<file path="config.mk">
export PLATFORM = sky130hd
export DESIGN_NAME = sos_gen
export DESIGN_NICKNAME = d
export VERILOG_FILES = /design/src/rtl/core/sos_pkg.sv /design/src/rtl/core/sos_gen.sv
export SDC_FILE = /design/constraint.sdc
export NUM_CORES = 1
export LEC_CHECK = 0
export BUFFER_PORTS_ARGS = -buffer_cell sky130_fd_sc_hd__buf_2
export CORE_MARGIN = 2
export CORE_UTILIZATION = 38
export DETAILED_ROUTE_END_ITERATION = 16
export MAX_ROUTING_LAYER = met4
export PLACE_DENSITY = 0.89
export SETUP_SLACK_MARGIN = 0.5
export SLEW_MARGIN = 10
export SYNTH_ARGS = -nofsm -noshare
export SYNTH_HDL_FRONTEND = slang
export SYNTH_SLANG_ARGS = --single-unit
</file>
<file path="constraint.sdc">
create_clock -name vclk -period 2.38
set_input_delay 0.119 -clock vclk [all_inputs]
set_output_delay 0.119 -clock vclk [all_outputs]
set_load 0.005 [all_outputs]
</file>
<file path="src/rtl/core/sos_pkg.sv">
// ----------------------------------------------------------------------------
// sos_pkg
// character codes, opcodes and shared types of the shell operator spacer
// ----------------------------------------------------------------------------
`default_nettype none

package sos_pkg;

  localparam logic OP_LOAD = 1'b0;
  localparam logic OP_PULL = 1'b1;

  localparam logic [7:0] CH_PIPE  = 8'h7C;
  localparam logic [7:0] CH_GT    = 8'h3E;
  localparam logic [7:0] CH_LT    = 8'h3C;
  localparam logic [7:0] CH_AMP   = 8'h26;
  localparam logic [7:0] CH_SEMI  = 8'h3B;
  localparam logic [7:0] CH_HASH  = 8'h23;
  localparam logic [7:0] CH_SPACE = 8'h20;

  // flags and lookahead validity handed to the respacing logic
  typedef struct packed {
    logic operator_seen;
    logic anything_emitted;
    logic last_emitted_space;
    logic have_n;
    logic have_n2;
  } gen_ctx_t;

  // characters produced for one consumed line position
  typedef struct packed {
    logic [3:0][7:0] chars;
    logic [2:0]      count;
    logic            pair;
    logic            last_space;
  } gen_res_t;

  function automatic logic is_separator(input logic [7:0] c);
    return (c == CH_PIPE) || (c == CH_GT) || (c == CH_LT) ||
           (c == CH_AMP) || (c == CH_SEMI);
  endfunction

  function automatic logic is_symbol(input logic [7:0] c);
    return is_separator(c) || (c == CH_HASH);
  endfunction

endpackage

`default_nettype wire

</file>
<file path="src/rtl/core/sos_gen.sv">
// ----------------------------------------------------------------------------
// sos_gen
// respacing of one line position: operator detection, pairing, padding
// ----------------------------------------------------------------------------
`default_nettype none

module sos_gen import sos_pkg::*; (
  input  logic [7:0] c,
  input  logic [7:0] n,
  input  logic [7:0] n2,
  input  gen_ctx_t   ctx,
  output gen_res_t   res
);

  always_comb begin
    logic       sym;
    logic       pair;
    logic       lead;
    logic       trail;
    logic       look_have;
    logic [7:0] look;
    logic [2:0] k;
    sym       = ctx.operator_seen && is_symbol(c);
    pair      = sym && ((c == CH_GT) || (c == CH_AMP) || (c == CH_PIPE)) &&
                ctx.have_n && (n == c);
    // after a pair the lookahead moves one further
    look_have = pair ? ctx.have_n2 : ctx.have_n;
    look      = pair ? n2 : n;
    lead      = sym && ctx.anything_emitted && !ctx.last_emitted_space;
    trail     = sym && look_have && (look != CH_SPACE);

    res.chars = '0;
    k = 3'd0;
    if (lead) begin
      res.chars[k[1:0]] = CH_SPACE;
      k = k + 3'd1;
    end
    res.chars[k[1:0]] = c;
    k = k + 3'd1;
    if (pair) begin
      res.chars[k[1:0]] = c;
      k = k + 3'd1;
    end
    if (trail) begin
      res.chars[k[1:0]] = CH_SPACE;
      k = k + 3'd1;
    end
    res.count      = k;
    res.pair       = pair;
    res.last_space = trail || (c == CH_SPACE);
  end

endmodule

`default_nettype wire

</file>
After elaboration in Yosys (flattened, before gate mapping)
Index checks and enable logic that the tools add are counted.

operators by class
  order comparisons = 6
  eq/ne operators = 9
  bitwise operators = 3
  $add $sub $neg = 3
  muxes and demuxes = 16
  reduce and logical (&&, ||, !) cells = 20

operators with widths
  kind                 count
  $bwmux 32            2
  $mux 32              2
  $demux 8 s2          3
  $eq 8x6->1 const B   6
  $mux 8               4
  $and 28x28->28       1
  $not 28->28          1
  $logic_and 1x1->1    11
  $add 3x1->3 const B  3
  $lt 2x3->1 const B   3
  $eq 8x7->1 const B   1
  $eq 8x8->1           1
  $logic_or 1x1->1     8
  $ne 8x6->1 const B   1
  $ge 2x1->1 const B   3
  $mux 3               2
  $mux 6               1
  $or 4x4->4           1
  $mux 1               2
  $logic_not 1->1      1

storage, ports and cells
  input port bits = 29
  output and inout bits = 37
  word-level logic and storage cells = 57
  flip-flop bits (word level) = 0

Depth between registers and ports, before layout
  depth after elaboration = 20
  mapped depth = 8
  gate-level depth less buffers = 7

Least setup slack after synthesis
OpenSTA, ideal clock, no wires.

  path kind = input-to-output
  start point = in c[6]
  end point = out res[22] (netlist bit)
  arrival = 1.972 ns
  buffers on the path = 1
  stages on the path = 8
  path slack = 0.289 ns
  data required time = 2.261 ns
  cells stage by stage = buf_2 nor4b_2 nand3_1 a31oi_4 ha_1 and2_1 a311oi_2 and2_1

RTL lines
  what             line           RTL
  start, declared  sos_gen.sv:8   input logic [7:0] c,
  end, declared    sos_gen.sv:12  output gen_res_t res

==> metrics.csv <==
metric,value,unit
WL per Instance,15.2,um
global-route wire length before repair,3410,um
HP Class,input pin to primary output,
DR pass1 iterations,4,
Final Wtd Congestion,0.865,
path type of the worst setup path,input pin to primary output,
Critical Path AT,2030,ps
Vias per Instance,5.29,
FF+latch area,0,um2
Max Clock Freq,0.465,GHz
synth cell count leaders,"and2_1 (11), buf_4 (11), xor2_1 (8)",
die width,45.9,um
fin. max-slew vios,0,
Vias,899,
Area contributors post-synth,"buf_4 (12%), xor2_1 (10%), and2_1 (10%)",
fin crit share,90.4,%
drt drc,0,
site row count,15,
chip height,45.9,um
power density cells,106,nW/um2
share of layout cells above drive strength 1,62.7,%
leading area contributor after synthesis,buf_4,
largest net degree at the start of global routing,11,
RSZ-0062 raised after global routing,yes,
# diodes,0,
total track usage,22.2,%
Required @ worst endpoint,2260,ps
grt ovf,0,
setup TNS,0,ps
crit path max fanout,6,
Worst VDD drop,105,uV
vias in the first global route,744,
Seq cells,0,
Worst setup SP type,input pin,
Leakage Power,0.622,nW
DP Wirelength,1660,um
max cap viols,0,
fin nets,186,
status,"finished, final reports clean",
DRT iter0 DRCs,7,
area delta synth->final,86.3,%
Final setup viols,0,
total wire length,2590,um
initial antenna violation count,0,
IO buf count,56,
end-of-flow core utilization,73.7,%
core outline area,1690,um2
Fin. Hold Viols,0,
crit end category,primary output,
Syn Area/Cell,7.42,um2
min cycle time layout,2150,ps
clk_buf instances,0,
fill count,129,
Post-CTS Hold Buffers,0,
Routed Antenna Nets,0,
mapped cell area,668,um2
post-synth cell types,39,
Die ar.,2110,um2
Starting Density,39.6,%
top cell type's share of synthesized area,12.4,%
# IOs,66,
Gate Count Post-Synth,90,
register area share after synthesis,0,%
count of yosys warnings during synthesis,0,
-- logic make-up (layout without fill, tap and decap cells) --
logic type	count (synthesis)	after routing	share of synthesized area (%)
AOI/OAI and AO/OA	9	9	14.4
xor gates and xnor gates	9	9	11.8
adders and majority gates	2	2	3.74
buffers and inverters	19	73	18.4
muxes	1	1	1.50
other	1	10	0.561
and+or+nand+nor	49	49	49.6
-- power by group --
group / switching, mW / internal [mW] / total, mW
Clock: 0 / 0 / 0
Combinational: 0.0672 / 0.0647 / 0.132
Sequential: 0 / 0 / 0
Total: 0.0672 / 0.0647 / 0.132
-- critical path, stage by stage --
cell,delay [ps]
buf_12,120
xor2_4,190
nor4_4,310
and4_4,300
ha_4,210
and2_4,160
a311oi_4,310
and2_1,190
buf_2,120
-- path summary, 6_finish.rpt --
| kind | to | depth (start not counted) | start |
|---|---|---|---|
| worst max-delay path | res[22] | 9 | c[6] |
| worst min-delay path | res[12] | 2 | c[7] |
-- layer usage --
metal | part of all wire, % | GRT usage [%]
met5 | 0 | -
met4 | 0 | 2.29
met3 | 5.4 | 0.794
met2 | 56 | 43.6
met1 | 39 | 24.9
-- repair_timing --
action | 4_1_cts | 5_1_grt
buffers inserted | 6 | 8
pin swaps | 13 | 13
resized for setup | 29 | 14
endpoints found under the setup margin | 20 | 20
endpoints found under the hold margin | 0 | 0
-- placed cells by master (no fill, tap or decap), types with 2 or more instances in the layout --
cell type | netlist | routed
nand3_1 | 4 | 3
nand3_2 | 2 | 3
nor4_1 | 6 | 4
and3_1 | 7 | 7
and2_1 | 11 | 10
buf_4 | 11 | 15
buf_6 | 1 | 7
nand2_1 | 4 | 4
conb_1 | 1 | 10
nand3b_1 | 2 | 2
xor2_4 | 0 | 2
inv_1 | 2 | 2
xor2_1 | 8 | 3
xor2_2 | 0 | 3
nand4_1 | 2 | 2
buf_2 | 2 | 45
nor4_4 | 0 | 2
-- final cells by class --
type	instances	area (um2)	area share, %
multi-input combinational	80	753	60.5
inverter	3	11.3	0.905
timing repair buffer	70	459	36.9
tap	17	21.3	1.71
-- per-stage QoR --
stage	instance area (um2)	total power, mW	cells	hold slack, ps	setup slack (ps)
6_report	1240	0.132	170	423	229
4_1_cts	1100	0.111	162	426	244
2_1_floorplan	722	0.0587	99	317	412
5_1_grt	1240	0.142	170	427	178
3_3_place_gp	906	0.0844	156	468	206
3_5_place_dp	906	0.0866	156	473	21.3
(Power assumes the default switching activity.)
